==> src/tff_pkg.sv <==
// Tangent frame package: widths, codes and payload types shared by the
// tangent frame pipeline. No dependencies.
`timescale 1ns / 1ps
`default_nettype none
package tff_pkg;

  localparam int FRAC_BITS = 14;
  localparam int TAG_W     = 20;
  localparam int IN_W      = 16;
  localparam int PROD_W    = 2 * IN_W;
  localparam int SQ_W      = PROD_W - 1;
  localparam int SUM_W     = PROD_W;
  localparam int PAD_W     = 16;
  localparam int RAD_W     = SUM_W + PAD_W;
  localparam int ROOT_W    = RAD_W / 2;
  localparam int SQREM_W   = ROOT_W + 2;
  localparam int UNIT_SH   = FRAC_BITS + 8;
  localparam int PROD_SH   = 8;
  localparam int MAG_W     = (PROD_W - 1 + PROD_SH > IN_W + UNIT_SH) ?
                             (PROD_W - 1 + PROD_SH) : (IN_W + UNIT_SH);
  localparam int NUM_W     = MAG_W + 1;
  localparam int DEN_W     = ROOT_W + 1;
  localparam int DREM_W    = DEN_W + 1;
  localparam int LANES     = 6;

  localparam logic [1:0] AXIS_X = 2'd0;
  localparam logic [1:0] AXIS_Y = 2'd1;
  localparam logic [1:0] AXIS_Z = 2'd2;

  localparam logic [1:0] KIND_ZERO = 2'd0;
  localparam logic [1:0] KIND_DIV  = 2'd1;
  localparam logic [1:0] KIND_NEGR = 2'd2;

  typedef struct packed {
    logic [TAG_W-1:0]         tag;
    logic [1:0]               axis;
    logic                     deg;
    logic signed [IN_W-1:0]   nx;
    logic signed [IN_W-1:0]   ny;
    logic signed [IN_W-1:0]   nz;
    logic signed [PROD_W-1:0] pxy;
    logic signed [PROD_W-1:0] pxz;
    logic signed [PROD_W-1:0] pyz;
  } side_t;

  typedef struct packed {
    side_t              side;
    logic [RAD_W-1:0]   rad;
    logic [SQREM_W-1:0] rem;
    logic [ROOT_W-1:0]  root;
  } sq_t;

  typedef struct packed {
    logic [TAG_W-1:0]                   tag;
    logic [1:0]                         axis;
    logic                               deg;
    logic [IN_W-1:0]                    negr;
    logic [DEN_W-1:0]                   den;
    logic [LANES-1:0][1:0]              kind;
    logic [LANES-1:0]                   neg;
    logic [LANES-1:0][NUM_W-1:0]        num;
    logic [LANES-1:0][DREM_W-1:0]       rem;
  } div_t;

endpackage
`default_nettype wire

==> src/tff_sqrt_cell.sv <==
// One cell of the square root chain: resolves one root bit per transfer.
// Depends on tff_pkg.
`timescale 1ns / 1ps
`default_nettype none
module tff_sqrt_cell import tff_pkg::*; (
  input  wire logic clk,
  input  wire logic rst,
  input  wire logic valid_up,
  output logic      ready_up,
  input  wire sq_t  data_up,
  output logic      valid,
  input  wire logic ready_dn,
  output sq_t       data
);

  logic [SQREM_W-1:0] rem_sh;
  logic [SQREM_W-1:0] trial;
  logic               ge;
  sq_t                data_next;

  assign ready_up = !valid || ready_dn;

  always_comb begin
    rem_sh = {data_up.rem[SQREM_W-3:0], data_up.rad[RAD_W-1 -: 2]};
    trial  = {data_up.root, 2'b01};
    ge     = rem_sh >= trial;
    data_next      = data_up;
    data_next.rad  = data_up.rad << 2;
    data_next.rem  = ge ? (rem_sh - trial) : rem_sh;
    data_next.root = {data_up.root[ROOT_W-2:0], ge};
  end

  always_ff @(posedge clk) begin
    if (rst) begin
      valid <= 1'b0;
    end else if (ready_up) begin
      valid <= valid_up;
    end
  end

  // advance payload only on a transfer from the left
  always_ff @(posedge clk) begin
    if (ready_up && valid_up) begin
      data <= data_next;
    end
  end

endmodule
`default_nettype wire

==> config.mk <==
export PLATFORM = sky130hd
export DESIGN_NAME = tff_sqrt_cell
export DESIGN_NICKNAME = d
export VERILOG_FILES = /design/src/tff_pkg.sv /design/src/tff_sqrt_cell.sv
export SDC_FILE = /design/constraint.sdc
export NUM_CORES = 1
export LEC_CHECK = 0
export ABC_AREA = 1
export BUFFER_PORTS_ARGS = -buffer_cell sky130_fd_sc_hd__buf_2
export CAP_MARGIN = 20
export CORE_AREA = 2 2 205 207
export CTS_CLUSTER_SIZE = 28
export DETAILED_ROUTE_END_ITERATION = 12
export DIE_AREA = 0 0 207 209
export PLACE_DENSITY = 0.56
export SYNTH_ARGS = -nofsm -noshare
export SYNTH_HDL_FRONTEND = slang
export SYNTH_SLANG_ARGS = --single-unit
==> constraint.sdc <==
create_clock -name clk -period 20.1 [get_ports clk]
set_input_delay 2.01 -clock clk [delete_from_list [all_inputs] [get_ports clk]]
set_output_delay 2.01 -clock clk [all_outputs]
set_load 0.02 [all_outputs]
==> results of run 1 <==
==> worst register-to-register path, stage by stage, from the launching register on <==
cell     delay [ns]
dfxtp_1        0.35
a21oi_4        0.19
buf_4          0.63
buf_4          0.81
==> flip-flops by register name, summed over array words and instances, names as in the netlist <==
name and flops:
data 263, valid 1
==> cells in the mapped netlist (3+ instances only) <==
cell type	number
ha_1	26
edfxtp_1	263
nand2_1	208
clkbuf_1	3
xor2_1	12
nand4_1	21
buf_6	3
inv_2	3
nand3_1	28
inv_1	130
o21ai_1	4
nor2_1	30
nand3b_1	5
o21ai_0	9
a21oi_1	14
nor2_2	3
==> worst paths after layout <==
path	startpoint	to	slack, ns	cells past startpoint
worst min register to register	valid	valid	0.55	2
worst min-delay path	valid	valid	0.55	2
worst max register to register	valid	data[24]	17.72	3
worst max-delay path	data_up[7]	data[47]	15.61	12
==> kinds of logic after synthesis <==
family                   Yosys count  share of synthesized area, %
buffers and inverters            142                         5.434
XOR/XNOR                          14                         1.181
other                              1                       0.03611
adder cells (fa/ha/maj)           26                         3.133
flip-flops                       264                         76.24
AO/OA/AOI/OAI                     30                         1.602
AND/OR/NAND/NOR                  303                         12.37
==> power groups by stage <==
stage | combinational, mW | sequential [mW] | clock, mW
after floorplan | 0.0661 | 0.732 | 0
after global placement | 0.199 | 0.670 | 0
after detailed placement | 0.200 | 0.671 | 0
after CTS | 0.201 | 0.660 | 0.559
after global routing | 0.216 | 0.663 | 0.578
final | 0.198 | 0.660 | 0.540
==> stage by stage <==
stage,power [mW],worst slack (ns)
3_5_place_dp,0.8715,14.94
5_1_grt,1.457,15.36
3_3_place_gp,0.8692,14.98
4_1_cts,1.420,15.57
6_report,1.398,15.61
2_1_floorplan,0.7977,4.463
==> final cells by class <==
type	instances	area [um^2]	share of cell area [%]
Antenna cell	11	27.53	0.1874
Clock buffer	39	805.8	5.486
Clock inverter	13	152.6	1.039
Inverter	133	499.2	3.399
Multi-Input combinational cell	375	1918	13.06
Sequential cell	264	7918	53.91
Tap cell	539	674.4	4.592
Timing Repair Buffer	534	2693	18.33
==> layout by cell type, fill, tap and decap left out, drive strengths merged, types with 3 or more instances in the layout <==
cell	count
nand2	210
nand3b	5
clkbuf	39
diode	11
edfxtp	263
nor2	33
inv	133
nand3	30
clkinv	8
nand4	21
a21oi	15
xor2	12
buf	534
o21ai	13
ha	26
bufinv	3
==> layer usage <==
layer  track usage [%]  vias to the layer above
met4             7.217                        0
met2             30.80                      339
met5                 0                        -
met3             4.689                       86
li1                  -                     3759
met1             18.26                     3782
==> impl_metrics.py, run 1 <==
metrics = {
    "sta": {
        "relSlewSlack_pct": 42.44,
        "finalHoldWorstSlack_ns": 0.5498,
        "setup_violations": 0,
        "tns_ns": 0,
        "fmax_mhz": 222.7,
        "period_share_pct": 22.34,
        "hold_viol": 0,
        "final_period_minus_worst_setup_slack_ns": 4.491,
        "rsz0062_at_grt": "false",
        "worstMarginPinSlew_ns": 0.8633,
        "skew_ns": 0.009873,
        "slew_viol_final": 0,
    },
    "drt": {
        "top_layer": "met4",
        "wl_um": 38420,
        "ant_nets": 0,
        "num_vias": 7966,
        "viasPerCell": 4.175,
        "drtIter0Drc": 479,
        "met3WireLength_um": 2892,
        "met1Wirelength_um": 13870,
        "wl_met2_um": 20490,
        "wl_per_cell_um": 20.13,
        "drtPass1Iterations": 5,
        "drcViolationCount": 0,
    },
    "critical_path": {
        "crit_required_ns": 20.41,
        "path_buf_inv": 3,
        "criticalPathCategory": "primary input to flop",
        "cpMostUsedCell": "nand2_1",
        "start_kind": "primary input",
        "worstPathMaxFanout": 38,
        "end_kind": "flop",
        "crit_family": "simple AND/OR/NAND/NOR gates",
        "crit_path_top_delay_cell": "nand3_2",
        "slowest_delay_ns": 0.76,
        "crit_path_cell_trace": "buf_2, inv_1, ha_1, nand2_1, inv_1, nand2_1, nand2_1, nand3b_1, nand2_2, nand3_2, nand3_1, nand2_1",
        "crit_arrival_ns": 4.80,
    },
    "cells_and_area": {
        "drive_above_1_share_pct": 43.37,
        "fillers": 4233,
        "final_nets": 1633,
        "stdcell_count": 1908,
        "syn_to_final_growth_pct": 41.43,
        "stdcell_area_um2": 14690,
        "fin_util_pct": 35.57,
    },
    "synthesis": {
        "synth_top_area_cell": "edfxtp_1",
        "synth_area_leaders": "edfxtp_1 (76%), nand2_1 (7.5%), inv_1 (4.7%)",
        "ys_ff_latch": 264,
        "yosysWarnings": 0,
        "avgSynthCellArea_um2": 13.31,
        "async_flop_share_pct": 0,
        "synth_top_area_share_pct": 76.05,
        "syn_inst": 780,
        "synth_edf_count": 263,
        "synth-seq-area-share_pct": 76.24,
        "synth_ff_type": "edfxtp_1",
        "synth.distinct_cells": 29,
        "syn_area_um2": 10380,
    },
    "clocking": {
        "clock-root-buffer": "clkbuf_16",
        "cts.htree.levels": 1,
        "cts-resized-gates": 0,
        "clkSinkCount": 264,
        "numCtsBuffers": 30,
        "cts_tree": "yes",
        "insertion_delay_ns": 0.56,
        "ctsHoldBuffers": 0,
        "clock_path_buffers": 3,
        "clkTransAtPathRegs_ns": 0.07,
        "post-cts-setup-buffer-count": 0,
    },
    "global_route": {
        "groute.usage.overall_pct": 16.88,
        "grt_max_degree": 148,
        "grt_pass1_wl_um": 53110,
        "grt_pass1_vias": 7853,
        "grt-ovfl-total": 0,
        "antenna_found_initial": 27,
    },
    "power_and_ir_drop": {
        "pwr-share-comb_pct": 14.2,
        "p_sw_uw": 364.4,
        "swShare_pct": 26.06,
        "ir_drop_mv": 0.05266,
        "p_int_mw": 1.034,
        "powerDensity_nw_per_um2": 95.21,
        "clkPwrFrac_pct": 38.6,
        "p_seq_share_pct": 47.2,
        "p_leak_nw": 6.828,
    },
    "die": {
        "initial_core_util_pct": 25.15,
        "ios": 536,
        "num_rows": 75,
        "die-area_um2": 43260,
        "chipWidth_um": 207,
        "core_um2": 41290,
        "fp.dieH_um": 209,
    },
    "worst_hold_path": {
        "min_path_type": "flop to flop",
    },
    "flow_run": {
        "drv_cap": 0,
    },
    "place": {
        "dpl_cell_area_um2": 13700,
        "place_inst": 1845,
        "place.gp.congestion": 0.8722,
        "dp_hpwl_um": 31310,
        "port_buffers": 531,
    },
    "status": {
        "outcome": "finished, final reports clean",
    },
}
Note: power is estimated with default switching activity, not from simulation.
==> inputs of run 2 (changes only) <==
ABC_AREA = 0   (was 1)
CORE_AREA = 2 2 208 210   (was 2 2 205 207)
DIE_AREA = 0 0 210 212   (was 0 0 207 209)
PLACE_DENSITY = 0.55   (was 0.56)
clock period = 3.85 ns   (was 20.1 ns; I/O delays follow)
==> run 2 against run 1 <==
Net effect:
- die area rose by 2.9%
- hold slack got worse by 0.49 ns
- critical path type unchanged
- synthesized cell count fell by 29%
==> impl_metrics.py, run 2 <==
metrics = {
    "clocking": {
        "clkTransAtPathRegs_ns": 0.06,
        "numCtsBuffers": 31,
        "cts.htree.levels": 1,
        "clkSinkCount": 264,
        "cts_tree": "yes",
        "clock_path_buffers": 3,
        "insertion_delay_ns": 0.58,
        "clock-root-buffer": "clkbuf_16",
    },
    "die": {
        "ios": 536,
        "initial_core_util_pct": 23.05,
        "chipWidth_um": 210,
        "fp.dieH_um": 212,
        "die-area_um2": 44520,
        "core_um2": 42510,
        "num_rows": 76,
    },
    "critical_path": {
        "worst_r2r_path_depth": 3,
        "r2r-start": "valid",
        "r2r_end": "data[86]",
        "crit_required_ns": 4.17,
        "end_kind": "flop",
        "setup.worst_path.end": "data[46]",
        "start_kind": "primary input",
        "timing.reg2reg.setup_slack_ns": 1.96,
        "worstPathMaxFanout": 32,
        "crit_arrival_ns": 3.64,
        "criticalPathCategory": "primary input to flop",
        "startpoint": "data_up[0]",
    },
    "sta": {
        "slew_viol_final": 0,
        "final_period_minus_worst_setup_slack_ns": 3.315,
        "worstMarginPinSlew_ns": 0.7355,
        "hold_viol": 0,
        "fmax_mhz": 301.7,
        "rsz0062_at_grt": "false",
        "finalWorstSetupSlack_ns": 0.5349,
        "setup_violations": 0,
        "period_share_pct": 86.11,
        "tns_ns": 0,
        "skew_ns": 0.02176,
        "relSlewSlack_pct": 50.97,
    },
    "global_route": {
        "grt_pass1_vias": 8102,
        "groute.usage.overall_pct": 15.05,
        "grt-ovfl-total": 0,
        "antenna_found_initial": 7,
        "grt_max_degree": 59,
        "grt_pass1_wl_um": 49300,
    },
    "synthesis": {
        "synth_top_area_cell": "edfxtp_1",
        "synth.distinct_cells": 59,
        "synth_top_area_share_pct": 80.59,
        "avgSynthCellArea_um2": 17.78,
        "synth_edf_count": 263,
        "synth_compound_area_share_pct": 6.869,
        "synth_area_leaders": "edfxtp_1 (81%), ha_1 (3.3%), nand2_1 (1.4%)",
        "syn_area_um2": 9799,
        "yosysWarnings": 0,
        "synthMuxAreaShare_pct": 0.2171,
        "synth_top_family_by_area": "compound AO/OA/AOI/OAI gates",
        "syn_inst": 551,
        "synth_simple_gate_area_share_pct": 4.890,
        "yosysMostFrequentCell": "edfxtp_1",
        "ys_ff_latch": 264,
        "synthAdderAreaFrac_pct": 3.320,
        "synth-xor-area-share_pct": 1.519,
        "synth-seq-area-share_pct": 80.80,
        "synth_ff_type": "edfxtp_1",
        "async_flop_share_pct": 0,
        "yosys-top-cells-count": "edfxtp_1 (263), nand2_1 (36), inv_1 (33)",
    },
    "place": {
        "dp_hpwl_um": 27550,
        "port_buffers": 531,
        "dp_slack_ns": 0.3862,
        "place.gp.congestion": 0.8228,
    },
    "cells_and_area": {
        "largest-register": "data",
        "largest_register_ffs": 263,
        "layout_commonest_cell": "buf_2",
        "fin_util_pct": 38.98,
        "fillers": 4040,
        "final_nets": 1640,
        "drive_above_1_share_pct": 44.25,
        "syn_to_final_growth_pct": 69.06,
        "top_regs": "data: 263 flops, valid: 1 flops",
        "mostFrequentLayoutCells": "buf_2 (531), edfxtp_1 (263), dlygate4sd3_1 (235)",
    },
    "drt": {
        "ant_nets": 0,
        "drtIter0Drc": 404,
        "drcViolationCount": 0,
        "num_vias": 7749,
        "wl_per_cell_um": 18.67,
        "wl_um": 35810,
        "drtPass1Iterations": 5,
        "viasPerCell": 4.040,
    },
    "power_and_ir_drop": {
        "p_leak_nw": 7.043,
        "powerDensity_nw_per_um2": 462.5,
        "ir_drop_mv": 0.3066,
    },
    "status": {
        "outcome": "finished, final reports clean",
    },
    "flow_run": {
        "drv_cap": 0,
    },
    "worst_hold_path": {
        "min_path_type": "primary input to flop",
    },
}
run 2: cell count changes in the layout (fill, tap and decap cells not counted), moves of 8 or more:
cell / previous run / this run
o21ai_1: 4 / 16
nor3_1: 0 / 8
xnor2_1: 2 / 10
inv_1: 130 / 33
nand3_1: 28 / 9
nand4_1: 21 / 3
a21o_1: 0 / 8
nor2_1: 30 / 18
nand2_1: 208 / 36
dlygate4sd3_1: 0 / 235
run 2: logic make-up after synthesis:
logic type / count (synthesis)
other: 1
adder cells (fa/ha/maj): 26
AO/OA/AOI/OAI: 97
flip-flops: 264
multiplexers: 2
buffers and inverters: 47
XOR/XNOR: 17
AND/OR/NAND/NOR: 97
run 2: worst max-delay path: stages:
cell and delay [ns]:
dlygate4sd3_1 0.52, buf_2 0.11, inv_1 0.04, ha_1 0.33, nor2b_1 0.17, o2111ai_1 0.44
a2111oi_4 0.17, nor3_2 0.32, o31a_2 0.68, inv_6 0.11, mux2_1 0.34
run 2: power by group:
| group | leakage (nW) | total [mW] | switching [mW] | internal [mW] |
|---|---|---|---|---|
| clock | 0.499 | 3.02 | 1.19 | 1.83 |
| sequential | 2.56 | 3.44 | 0.0491 | 3.39 |
| combinational | 3.99 | 1.20 | 0.695 | 0.506 |
| total | 7.04 | 7.66 | 1.93 | 5.73 |
run 2: through the flow:
| step | hold WS [ns] | power, mW | cells | area [um^2] |
|---|---|---|---|---|
| after floorplan | 0.4541 | 4.073 | 552 | 9806 |
| after global placement | 0.5080 | 4.503 | 1623 | 13150 |
| after detailed placement | 0.5162 | 4.511 | 1623 | 13150 |
| after CTS | 0.01844 | 7.758 | 1911 | 16550 |
| after global routing | 0.02535 | 7.961 | 1917 | 16560 |
| final | 0.05693 | 7.662 | 1918 | 16570 |
run 2: final cells by class:
cell class | count | area (um^2) | share of cell area [%]
clock inverter | 13 | 185.2 | 1.118
multi-input combinational | 241 | 1659 | 10.01
tap | 546 | 683.2 | 4.124
timing repair buffer | 773 | 5112 | 30.86
sequential | 264 | 7918 | 47.79
antenna | 7 | 17.52 | 0.1057
inverter | 34 | 132.6 | 0.8005
clock buffer | 40 | 859.6 | 5.188
run 2: how the worst min path moves through the flow:
stage / to / slack [ns] / cells after the start / start
after floorplan: valid / 0.45 / 1 / rst
after global placement: valid / 0.51 / 2 / valid
after detailed placement: valid / 0.52 / 2 / valid
after CTS: data[122] / 0.02 / 1 / data_up[122]
after global routing: data[122] / 0.03 / 1 / data_up[122]
final: data[122] / 0.06 / 1 / data_up[122]
run 2: timing repair:
item | in CTS | in global routing
hold endpoints to repair | 235 | 0
setup buffers | 0 | 0
endpoints found under the setup margin | 0 | 0
gates resized for setup | 0 | 0
hold buffers | 235 | 0
run 2: layer usage:
metal | vias to the layer above | part of all wire, % | GRT usage, % | routed length (um)
met5 | - | 0.036 | 0 | 13
met4 | 2 | 2.1 | 4.353 | 758
met3 | 51 | 9.7 | 5.953 | 3486
met2 | 312 | 54 | 28.46 | 19230
met1 | 3677 | 34 | 15.22 | 12310
li1 | 3707 | - | - | -
