[config.mk]
export PLATFORM = sky130hd
export DESIGN_NAME = tff_div_cell
export DESIGN_NICKNAME = d
export VERILOG_FILES = /design/src/tff_pkg.sv /design/src/tff_div_cell.sv
export SDC_FILE = /design/constraint.sdc
export NUM_CORES = 1
export LEC_CHECK = 0
export BUFFER_PORTS_ARGS = -buffer_cell sky130_fd_sc_hd__buf_4
export CORE_AREA = 4 4 369 371
export CTS_CLUSTER_DIAMETER = 30
export DETAILED_ROUTE_END_ITERATION = 10
export DIE_AREA = 0 0 373 375
export GPL_ROUTABILITY_DRIVEN = 0
export SYNTH_ARGS = -nofsm -noshare
export SYNTH_HDL_FRONTEND = slang
export SYNTH_SLANG_ARGS = --single-unit
export TNS_END_PERCENT = 1
[constraint.sdc]
create_clock -name clk -period 16.2 [get_ports clk]
set_clock_uncertainty 0.2 [all_clocks]
set_input_delay 3.24 -clock clk [delete_from_list [all_inputs] [get_ports clk]]
set_output_delay 3.24 -clock clk [all_outputs]
set_load 0.005 [all_outputs]
[src/tff_pkg.sv]
// Tangent frame package: widths, codes and payload types shared by the
// tangent frame pipeline. No dependencies.
`timescale 1ns / 1ps
`default_nettype none
package tff_pkg;

  localparam int FRAC_BITS = 14;
  localparam int TAG_W     = 20;
  localparam int IN_W      = 16;
  localparam int PROD_W    = 2 * IN_W;
  localparam int SQ_W      = PROD_W - 1;
  localparam int SUM_W     = PROD_W;
  localparam int PAD_W     = 16;
  localparam int RAD_W     = SUM_W + PAD_W;
  localparam int ROOT_W    = RAD_W / 2;
  localparam int SQREM_W   = ROOT_W + 2;
  localparam int UNIT_SH   = FRAC_BITS + 8;
  localparam int PROD_SH   = 8;
  localparam int MAG_W     = (PROD_W - 1 + PROD_SH > IN_W + UNIT_SH) ?
                             (PROD_W - 1 + PROD_SH) : (IN_W + UNIT_SH);
  localparam int NUM_W     = MAG_W + 1;
  localparam int DEN_W     = ROOT_W + 1;
  localparam int DREM_W    = DEN_W + 1;
  localparam int LANES     = 6;

  localparam logic [1:0] AXIS_X = 2'd0;
  localparam logic [1:0] AXIS_Y = 2'd1;
  localparam logic [1:0] AXIS_Z = 2'd2;

  localparam logic [1:0] KIND_ZERO = 2'd0;
  localparam logic [1:0] KIND_DIV  = 2'd1;
  localparam logic [1:0] KIND_NEGR = 2'd2;

  typedef struct packed {
    logic [TAG_W-1:0]         tag;
    logic [1:0]               axis;
    logic                     deg;
    logic signed [IN_W-1:0]   nx;
    logic signed [IN_W-1:0]   ny;
    logic signed [IN_W-1:0]   nz;
    logic signed [PROD_W-1:0] pxy;
    logic signed [PROD_W-1:0] pxz;
    logic signed [PROD_W-1:0] pyz;
  } side_t;

  typedef struct packed {
    side_t              side;
    logic [RAD_W-1:0]   rad;
    logic [SQREM_W-1:0] rem;
    logic [ROOT_W-1:0]  root;
  } sq_t;

  typedef struct packed {
    logic [TAG_W-1:0]                   tag;
    logic [1:0]                         axis;
    logic                               deg;
    logic [IN_W-1:0]                    negr;
    logic [DEN_W-1:0]                   den;
    logic [LANES-1:0][1:0]              kind;
    logic [LANES-1:0]                   neg;
    logic [LANES-1:0][NUM_W-1:0]        num;
    logic [LANES-1:0][DREM_W-1:0]       rem;
  } div_t;

endpackage
`default_nettype wire

[src/tff_div_cell.sv]
// One cell of the divider chain: one quotient bit for all six lanes.
// Depends on tff_pkg.
`timescale 1ns / 1ps
`default_nettype none
module tff_div_cell import tff_pkg::*; (
  input  wire logic clk,
  input  wire logic rst,
  input  wire logic valid_up,
  output logic      ready_up,
  input  wire div_t data_up,
  output logic      valid,
  input  wire logic ready_dn,
  output div_t      data
);

  logic [LANES-1:0][DREM_W-1:0] rem_sh;
  logic [LANES-1:0]             ge;
  div_t                         data_next;

  assign ready_up = !valid || ready_dn;

  always_comb begin
    data_next = data_up;
    for (int k = 0; k < LANES; k++) begin
      rem_sh[k] = {data_up.rem[k][DREM_W-2:0], data_up.num[k][NUM_W-1]};
      ge[k]     = rem_sh[k] >= {1'b0, data_up.den};
      data_next.rem[k] = ge[k] ? (rem_sh[k] - {1'b0, data_up.den}) : rem_sh[k];
      data_next.num[k] = {data_up.num[k][NUM_W-2:0], ge[k]};
    end
  end

  always_ff @(posedge clk) begin
    if (rst) begin
      valid <= 1'b0;
    end else if (ready_up) begin
      valid <= valid_up;
    end
  end

  always_ff @(posedge clk) begin
    if (ready_up && valid_up) begin
      data <= data_next;
    end
  end

endmodule
`default_nettype wire

==> results of run 1 <==
==> layout make-up <==
cell class | instances | area (um^2)
Timing Repair Buffer | 987 | 7410
Clock buffer | 162 | 3710
Multi-Input combinational cell | 1272 | 8870
Fill cell | 13700 | 94900
Tap cell | 1768 | 2210
Clock inverter | 99 | 1200
Antenna cell | 10 | 25.0
Inverter | 72 | 270
Sequential cell | 479 | 14400
==> worst max-delay path by stage <==
stage / startpoint / endpoint / depth (start not counted)
4_1_cts: data_up[418] / data[110] / 12
5_1_grt: data_up[418] / data[20] / 12
6_report: data_up[418] / data[20] / 12
3_5_place_dp: data_up[418] / data[20] / 12
3_3_place_gp: data_up[418] / data[20] / 12
2_1_floorplan: ready_dn / data[0] / 2
==> through the flow <==
| stage | setup slack (ns) | utilization (%) | hold slack, ns | instances |
|---|---|---|---|---|
| 2_1_floorplan | 0.880 | - | 0.322 | 1876 |
| 3_3_place_gp | 8.26 | 24.9 | 0.311 | 4578 |
| 3_5_place_dp | 8.24 | 24.9 | 0.334 | 4578 |
| 4_1_cts | 9.07 | 28.6 | 0.346 | 4839 |
| 5_1_grt | 8.80 | 28.6 | 0.376 | 4843 |
| 6_report | 8.99 | 28.6 | 0.351 | 4849 |
==> kinds of logic after synthesis <==
| group | count (synthesis) | share of synthesized area [%] |
|---|---|---|
| muxes | 40 | 2.04 |
| xor gates and xnor gates | 125 | 4.61 |
| buffers and inverters | 125 | 2.15 |
| DFF | 479 | 60.5 |
| adders and majority gates | 156 | 8.41 |
| and+or+nand+nor | 416 | 8.10 |
| AOI/OAI and AO/OA | 535 | 14.2 |
==> per-layer routing <==
metal / track usage (%) / up-vias / routed length (um)
li1: - / 9382 / -
met1: 17.7 / 9871 / 44100
met2: 30.2 / 1033 / 62700
met3: 6.67 / 274 / 11200
met4: 6.28 / 8 / 4840
met5: 0 / - / 49
==> state kept, by name, summed over array words and instances (netlist names) <==
signal and count:
data 478, valid 1
==> where the power goes <==
part	leakage, nW	total, mW	internal, mW	switching (mW)
Clock	2.34	2.79	1.91	0.883
Sequential	4.63	1.54	1.51	0.0368
Combinational	8.99	0.794	0.366	0.428
Total	16.0	5.12	3.78	1.35
==> layout by cell type (no fill, tap or decap), types with 13 or more instances in the layout <==
cell        instances
and3_1             17
nand3_1            29
a21o_1             72
buf_4             987
nand4_1            26
clkinv_2           25
edfxtp_1          478
nand2_1           124
nor3_1             13
a31oi_1            16
bufinv_16          16
xnor2_1            77
ha_1              150
clkinv_1           20
nor2b_1            24
clkbuf_16         146
nor2_1            135
nand2b_1           18
clkinvlp_4         15
o21ai_0           102
a211oi_1           14
xor2_1             48
inv_1              72
o21bai_1           21
a21oi_1           206
clkbuf_1           16
mux2_2             26
==> synthesized netlist by cell type, types with 10 or more instances <==
| library cell | count | area, um^2 |
|---|---|---|
| mux2_4 | 10 | 150 |
| a21o_1 | 72 | 541 |
| nand2_1 | 124 | 465 |
| edfxtp_1 | 478 | 14400 |
| clkbuf_1 | 38 | 143 |
| a31oi_1 | 16 | 100 |
| mux2_2 | 26 | 293 |
| a211oi_1 | 14 | 105 |
| nand2b_1 | 18 | 113 |
| a21oi_1 | 207 | 1040 |
| o31ai_1 | 10 | 75.1 |
| xnor2_1 | 77 | 674 |
| inv_1 | 72 | 270 |
| xor2_1 | 48 | 420 |
| nor2b_1 | 24 | 150 |
| ha_1 | 150 | 1880 |
| nor3_1 | 13 | 65.1 |
| and3_1 | 17 | 106 |
| nand4_1 | 26 | 163 |
| o21ai_0 | 102 | 510 |
| nand3_1 | 29 | 145 |
| nor2_1 | 135 | 507 |
| o21bai_1 | 21 | 158 |
==> worst reg2reg max path, cell delays in order, from the launching register on <==
cell and delay (ns):
dfxtp_1 0.31, nand2b_1 0.12, and2_4 0.60, buf_4 0.57, buf_4 0.75, buf_4 0.97
==> impl_results.md, run 1 <==
- Reg-to-Reg Start: valid
- Die ar.: 0.140 mm^2
- Seq cells post-synth: 479
- Initial antenna violation count: 63
- Final hold viol count: 0
- Setup TNS: 0 ns
- Post-synth EDFFs: 478
- Tot Pwr: 5.12 mW
- Drt initial violations: 1331
- Port Buffer Count: 955
- Buf/Inv on CP: 3
- H-Tree Depth: 4
- Area Growth Syn to Fin: 60.3%
- Chip width: 373 um
- Worst slew margin: 29.1%
- Cell depth of the worst hold path: 2
- WP data arrival: 7.38 ns
- R2R Path End: data[365]
- Min-delay worst type: flip-flop to flip-flop
- Unrepaired setup endpoints after global routing: false
- Average instance area after synthesis: 12.7 um^2
- Die H: 375 um
- Leak Pwr: 16.0 nW
- R2R Setup Slk: 12.27 ns
- Largest net degree at the start of global routing: 81
- Vias in the first global route: 20600
- Crit-path max FO: 32
- IO Count: 962
- Rows: 134
- Root Driver: clkbuf_16
- Mapped Area: 0.0238 mm^2
- # nets final: 3594
- DP Wirelength: 99.9 mm
- Drt via density: 4.24
- Syn Inst Count: 1876
- Postcts setup bufs: 0
- Grt ovf: 0
- Synth Net Count: 2514
- Crit path top cell by count: a21oi_1
- Routed WL per cell: 25.3 um
- Kind of start point of the critical path: input port
- CP delay by family, top: compound AO/OA/AOI/OAI gates
- Via Count: 20600
- Outcome: complete, no violations
- CP Data Required Time: 16.37 ns
- Hold Startpoint: valid
- GRT Overall Usage: 16.8%
- Final Cell Area: 0.0381 mm^2
- Global-route wire length before repair: 164 mm
- Worst hold path endpoint: valid
- Ys async rst share: 0%
- Starting Density: 17.9%
- Synth warn: 0
- Top_reg_cell synth: edfxtp_1
- Final WL: 123 mm
- Worst Setup End Kind: flip-flop
- DRC viols: 0
- Post-layout min period: 7.21 ns
- TritonCTS Buffers: 144
- Final Setup Violations: 0
- Worst-margin pin slew: 1.06 ns
- Crit-path cells: buf_4, inv_1, ha_1, a21oi_1, o211ai_1, a21oi_1, o21ai_1, a21oi_1, o41ai_1, a21oi_2, buf_4, o21ai_0
- Slew Viols, Final: 0
- Synth unique cells: 78
- Slowest cell on crit path: inv_1
- Hold-fix buffer count after cts: 0
- Placed Instance Area: 0.0331 mm^2
- Worst-Skew Late Latency: 0.72 ns
- Fraction of layout cells with a size suffix above 1: 41.4%
- Register area share after synthesis: 60.5%
- CTS tree: yes
- Core area: 0.133 mm^2
- ANT nets after route: 0
- Final cycle utilization of the critical path: 44.5%
- Kind of critical path: input port to flip-flop
- Max Fclk: 139 MHz
- Max VDD drop: 0.000131 V
- Clk buf depth: 3
- Initial DRT Pass Iterations: 5
- Max-Cap Viols: 0
- Worst Reg-to-Reg Cells: 5
- PD cells: 135 mW/mm^2
- Reg clk slew, reported paths: 0.04 ns
- CP peak stage delay: 0.62 ns
- CTS resizes: 0
- Sink Count: 479
Note: power is estimated with default switching activity, not from simulation.
==> run 2, diff against run 1 <==
ABC_AREA = 1   (was default)
CORE_AREA = 4 4 376 378   (was 4 4 369 371)
DIE_AREA = 0 0 380 382   (was 0 0 373 375)
clock period = 6.95 ns   (was 16.2 ns; I/O delays follow)
==> impl_results.md, run 2 <==
- Setup WS pre-CTS: 2.05 ns (-6.19 ns)
- Via Count: 27700 (+35%)
- Initial DRT Pass Iterations: 5 (unchanged)
- Reg clk slew, reported paths: 0.04 ns (about the same)
- CTS resizes: 0 (unchanged)
- Worst slew margin: 24.9% (-4.2 points)
- CP Data Required Time: 7.33 ns (-9.04 ns)
- Sink Count: 479 (unchanged)
- Rows: 136 (+1.5%)
- Core area: 0.137 mm^2 (+3.4%)
- Max VDD drop: 0.000176 V (+35%)
- Final Worst Setup Slack: 2.77 ns (-6.22 ns)
- Starting Density: 20.5% (+2.7 points)
- Root Driver: clkbuf_16
- Largest reg by FF count: data
- Postcts setup bufs: 0 (unchanged)
- Max Fclk: 240 MHz
- CP peak stage delay: 0.76 ns (+0.14 ns)
- Final WL: 149 mm (+21%)
- Largest regs: data: 478 flops, valid: 1 flops
- Largest net degree at the start of global routing: 153 (+89%)
- Clk buf depth: 3 (unchanged)
- DP Wirelength: 124 mm (+24%)
- Fraction of layout cells with a size suffix above 1: 27.0% (-14 points)
- # nets final: 5144 (+43%)
- Synth unique cells: 29 (-63%)
- Slowest cell on crit path: inv_1
- Worst-Skew Late Latency: 0.73 ns (about the same)
- Mapped Area: 0.0282 mm^2 (+19%)
- Crit-path max FO: 28 (-13%)
- Final hold viol count: 0 (unchanged)
- Hold-fix buffer count after cts: 0 (unchanged)
- Setup TNS: 0 ns (unchanged)
- Outcome: complete, no violations
- Crit path top cell by count: nand2_1
- WP data arrival: 4.56 ns (-2.82 ns)
- Post-layout min period: 4.18 ns
- Largest cells by area after synthesis: edfxtp_1 (51%), nand2_1 (20%), inv_1 (8.2%)
- Final Setup Violations: 0 (unchanged)
- Area share of the largest cell type after synthesis: 50.9% (-9.6 points)
- Max FFs per register: 478 (unchanged)
- Min-delay worst type: flip-flop to flip-flop
- Routed WL per cell: 23.1 um (-8.7%)
- TritonCTS Buffers: 143 (-0.69%)
- Port Buffer Count: 955 (unchanged)
- Drt initial violations: 2224 (+67%)
- Grt ovf: 0 (unchanged)
- Kind of critical path: input port to flip-flop
- Seq cells post-synth: 479 (unchanged)
- Most frequent cells in the layout: nand2_1 (1468), buf_4 (960), inv_1 (615), edfxtp_1 (478), nor2_1 (193)
- Register area share after synthesis: 50.9% (-9.6 points)
- Die ar.: 0.145 mm^2 (+3.8%)
- Max-Cap Viols: 0 (unchanged)
- Syn Inst Count: 3422 (+82%)
- Kind of start point of the critical path: input port
- DRC viols: 0 (unchanged)
- Top_reg_cell synth: edfxtp_1
- Global-route wire length before repair: 202 mm (+23%)
- Vias in the first global route: 26700 (+29%)
- Unrepaired setup endpoints after global routing: false
- Drt via density: 4.29 (+1.1%)
- Area leader, netlist: edfxtp_1
- Most common cell in the synthesized netlist: nand2_1
- Area Growth Syn to Fin: 50.6%
- Ys async rst share: 0% (unchanged)
- Worst Setup End Kind: flip-flop
- CTS tree: yes
- Chip width: 380 um (+1.9%)
- Die H: 382 um (+1.9%)
- Slew Viols, Final: 0 (unchanged)
- Post-synth EDFFs: 478 (unchanged)
- GRT Overall Usage: 19.8% (+3.0 points)
- Top post-synthesis cells by count: nand2_1 (1468), inv_1 (617), edfxtp_1 (478)
- Leak Pwr: 21.2 nW (+33%)
- ANT nets after route: 0 (unchanged)
- CP delay by family, top: buffers and inverters
- Synth Net Count: 4060 (+61%)
- Final cycle utilization of the critical path: 60.1%
- Most common cell after layout, fill and taps aside: nand2_1
- PD cells: 285 mW/mm^2 (+110%)
- Crit-path cells: buf_4, inv_1, ha_1, nand2_1, inv_1, a21oi_1, o21bai_1, nand2_1, nand3_4, inv_4, nand2_1, nand2_1
- Average instance area after synthesis: 8.25 um^2 (-35%)
- IO Count: 962 (unchanged)
- Synth warn: 0 (unchanged)
- Worst-margin pin slew: 1.13 ns (+0.0622 ns)
- Initial antenna violation count: 114 (+81%)
- Buf/Inv on CP: 4 (+1)
- H-Tree Depth: 4 (unchanged)
-- run 2: cell count changes after synthesis, moves of 26 or more --
cell,delta
nand2_1,+1344
inv_1,+545
nand3_1,+152
a21oi_1,-145
o21ai_0,-96
xnor2_1,-75
a21o_1,-72
nor2_1,+58
clkbuf_1,-38
xor2_1,+28
mux2_2,-26
-- run 2: path summary, 6_finish.rpt --
path / from / to / slack, ns / depth (start not counted)
setup / recovery: data_up[426] / data[40] / 2.77 / 12
hold / removal: valid / valid / 0.36 / 2
setup reg to reg: valid / data[339] / 4.36 / 2
hold reg to reg: valid / valid / 0.36 / 2
-- run 2: report_power, final --
group | leakage [nW] | total, mW | switching (mW) | internal, mW
sequential | 4.64 | 3.59 | 0.0823 | 3.50
combinational | 14.2 | 2.10 | 1.27 | 0.829
clock | 2.31 | 6.45 | 2.12 | 4.33
total | 21.2 | 12.1 | 3.47 | 8.66
-- run 2: worst reg2reg max path: stages (launching register included) --
cell and delay [ns]:
dfxtp_1 0.34, a21oi_4 0.72, buf_12 0.63
-- run 2: final cells by class --
class	instances	area, um^2
clock inverters	107	1230
inverters	627	2380
multi-input cells	2292	11300
fillers	14500	95000
flip-flops and latches	479	14400
diodes	38	95.1
well taps	1794	2240
repair buffers	963	7270
clock buffers	154	3640
-- run 2: kinds of logic after synthesis --
family | synth area share (%)
simple gates | 28.8
fa+ha+maj | 7.08
compound gates | 1.58
flops | 50.9
xor+xnor | 2.42
buf+inv | 9.21
-- run 2: metal layers --
metal  routed length [um]  up-vias  track usage, %
li1                     -    13100               -
met1                55700    12700            22.0
met2                71600     1464            33.6
met3                13200      406            6.44
met4                 8540       14            11.0
met5                   84        -               0
-- run 2: stage by stage --
step / power, mW / area [um^2] / hold WS (ns) / cells / util (%)
after floorplan: 4.68 / 28200 / 0.339 / 3422 / -
after global placement: 5.71 / 37500 / 0.318 / 6155 / 27.3
after detailed placement: 5.72 / 37500 / 0.343 / 6155 / 27.3
after CTS: 12.3 / 42400 / 0.355 / 6416 / 30.8
after global routing: 12.7 / 42500 / 0.395 / 6441 / 30.9
final: 12.1 / 42500 / 0.357 / 6454 / 30.9
==> run 3, diff against run 2 <==
ABC_AREA = 0   (was 1)
CORE_AREA = 4 4 367 369   (was 4 4 376 378)
DIE_AREA = 0 0 371 373   (was 0 0 380 382)
clock period = 3.4 ns   (was 6.95 ns; I/O delays follow)
==> impl_results.md, run 3 (synthesized netlist as in run 1, its figures left out) <==
- Crit-path max FO: 4 (-86%)
- Chip width: 371 um (-2.4%)
- Outcome: complete, no violations
- WL met1: 49.7 mm (-11%)
- Setup WS pre-CTS: -0.851 ns (-2.90 ns)
- WHS: 0.0816 ns (-0.276 ns)
- Die H: 373 um (-2.4%)
- Kind of start point of the critical path: input port
- Area Growth Syn to Fin: 93.1%
- WP data arrival: 3.64 ns (-0.92 ns)
- Placed Instance Area: 0.0372 mm^2 (-0.84%)
- Clk buf depth: 3 (unchanged)
- # nets final: 4435 (-14%)
- Via Count: 23900 (-14%)
- Worst-margin pin slew: 0.662 ns (-0.464 ns)
- CP Data Required Time: 3.66 ns (-3.67 ns)
- Util after Layout: 35.0% (+4.1 points)
- Reg-to-Reg Start: valid
- CTS tree: yes
- Met2 WL: 69.6 mm (-2.8%)
- Drt initial violations: 1389 (-38%)
- DRC viols: 0 (unchanged)
- Net Sw Frac: 27.1% (-1.5 points)
- Final cycle utilization of the critical path: 99.3%
- TritonCTS Buffers: 133 (-7.0%)
- IO Count: 962 (unchanged)
- Final Setup Violations: 0 (unchanged)
- Slowest cell on crit path: dlygate4sd3_1
- Worst Setup End Kind: flip-flop
- Largest reg by FF count: data
- Fraction of layout cells with a size suffix above 1: 45.7% (+19 points)
- Met3 WL: 12.1 mm (-8.7%)
- Final Worst Setup Slack: 0.0252 ns (-2.75 ns)
- Leak Pwr: 19.9 nW (-5.9%)
- Sequential share of power: 29.5% (about the same)
- Final hold viol count: 0 (unchanged)
- Final Cell Area: 0.0459 mm^2 (+8.0%)
- Routed WL per cell: 24.0 um (+4.0%)
- Max VDD drop: 0.000472 V (+170%)
- DP Wirelength: 114 mm (-7.9%)
- ANT nets after route: 0 (unchanged)
- Initial DRT Pass Iterations: 5 (unchanged)
- Int Pwr: 18.2 mW (+110%)
- H-Tree Depth: 4 (unchanged)
- Largest regs: data: 478 flops, valid: 1 flops
- Starting Density: 18.1% (-2.4 points)
- Switching pwr: 6.79 mW (+96%)
- Clk network pwr share: 50.3% (-2.9 points)
- Min-delay worst type: input port to flip-flop
- Initial antenna violation count: 77 (-32%)
- Slew Viols, Final: 0 (unchanged)
- Comb pwr share: 20.2% (+2.9 points)
- Max-Cap Viols: 0 (unchanged)
- Max Fclk: 296 MHz
- Sink Count: 479 (unchanged)
- Largest net degree at the start of global routing: 98 (-36%)
- Port Buffer Count: 955 (unchanged)
- PD cells: 546 mW/mm^2 (+91%)
- Reg clk slew, reported paths: 0.04 ns (about the same)
- Post-layout min period: 3.37 ns
- Top Layer Used: met5
- GRT Overall Usage: 19.0% (-0.85 points)
- Most common cell after layout, fill and taps aside: buf_4
- Grt ovf: 0 (unchanged)
- Vias in the first global route: 24800 (-7.3%)
- Worst-Skew Late Latency: 0.73 ns (about the same)
- Global-route wire length before repair: 185 mm (-8.5%)
- Worst slew margin: 55.9% (+31 points)
- Drt via density: 4.20 (-2.1%)
- Unrepaired setup endpoints after global routing: true
- Max FFs per register: 478 (unchanged)
- Crit path top cell by count: buf_4
- CP peak stage delay: 0.53 ns (-0.23 ns)
- Rows: 133 (-2.2%)
- Critical Path Start: data_up[28]
- Most frequent cells in the layout: buf_4 (1420), edfxtp_1 (478), dlygate4sd3_1 (371), a21oi_1 (192), ha_1 (149)
- Root Driver: clkbuf_16
- Kind of critical path: input port to flip-flop
- Tot Pwr: 25.0 mW (+110%)
- Hold Startpoint: data_up[13]
- Crit-path cells: dlygate4sd3_1, buf_4, ha_1, a21o_1, or3_1, o22ai_1, buf_4, a21oi_1, a221oi_2, o21ai_1, a41oi_2, xnor2_1, mux2_2
- Core area: 0.131 mm^2 (-4.6%)
- Final WL: 137 mm (-8.3%)
- Die ar.: 0.138 mm^2 (-4.7%)
## run 3: cell types whose count changed in the layout (fill, tap and decap cells not counted), moves of 131 or more
cell	before	now
dlygate4sd3_1	0	371
inv_1	615	71
a21oi_1	61	192
nand3_1	181	29
nand2_1	1468	123
buf_4	960	1420
## run 3: final cells by class
type	count	area [um^2]
tap	1755	2200
multi-input combinational	1272	9110
antenna	25	62.6
clock buffer	147	3380
clock inverter	100	1220
fill	13000	85300
sequential	479	14400
timing repair buffer	1839	15300
inverter	72	270
## run 3: worst paths after layout
path                to  slack, ns  depth (start not counted)
max           data[45]       0.03                         13
min           data[14]       0.08                          3
max reg2reg  data[200]       1.40                          3
min reg2reg  data[295]       0.72                          2
## run 3: metal layers
layer | vias up | global-route usage (%)
li1 | 11100 | -
met1 | 11400 | 20.4
met2 | 1092 | 34.4
met3 | 304 | 6.62
met4 | 18 | 6.67
met5 | - | 0
## run 3: what timing repair did
item                                    CTS  global route
pin swaps                                 2             9
hold endpoints to repair                370             0
endpoints found under the setup margin   13           144
resized for setup                         1            62
hold buffers                            371             0
setup buffers                             1             3
## run 3: power groups by stage
stage	clock network [mW]	logic, mW	registers (mW)
2_1_floorplan	0	1.71	7.48
3_5_place_dp	0	4.59	7.47
5_1_grt	13.2	5.47	7.41
6_report	12.6	5.05	7.38
4_1_cts	12.8	5.04	7.39
3_3_place_gp	0	4.55	7.48
## run 3: per-stage QoR
stage	instances	setup TNS, ns
after global placement	5042	-95.72
after floorplan	1876	-684.85
final	5689	0
after global routing	5676	-0.196
after detailed placement	5042	-99.75
after CTS	5661	0
## run 3: worst max-delay path: cells and delay by family
| family | cells | cell delay, ns |
|---|---|---|
| compound gates | 6 | 1.23 |
| buf+inv | 3 | 0.83 |
| simple gates | 1 | 0.32 |
| mux | 1 | 0.27 |
| fa+ha+maj | 1 | 0.21 |
| xor+xnor | 1 | 0.10 |
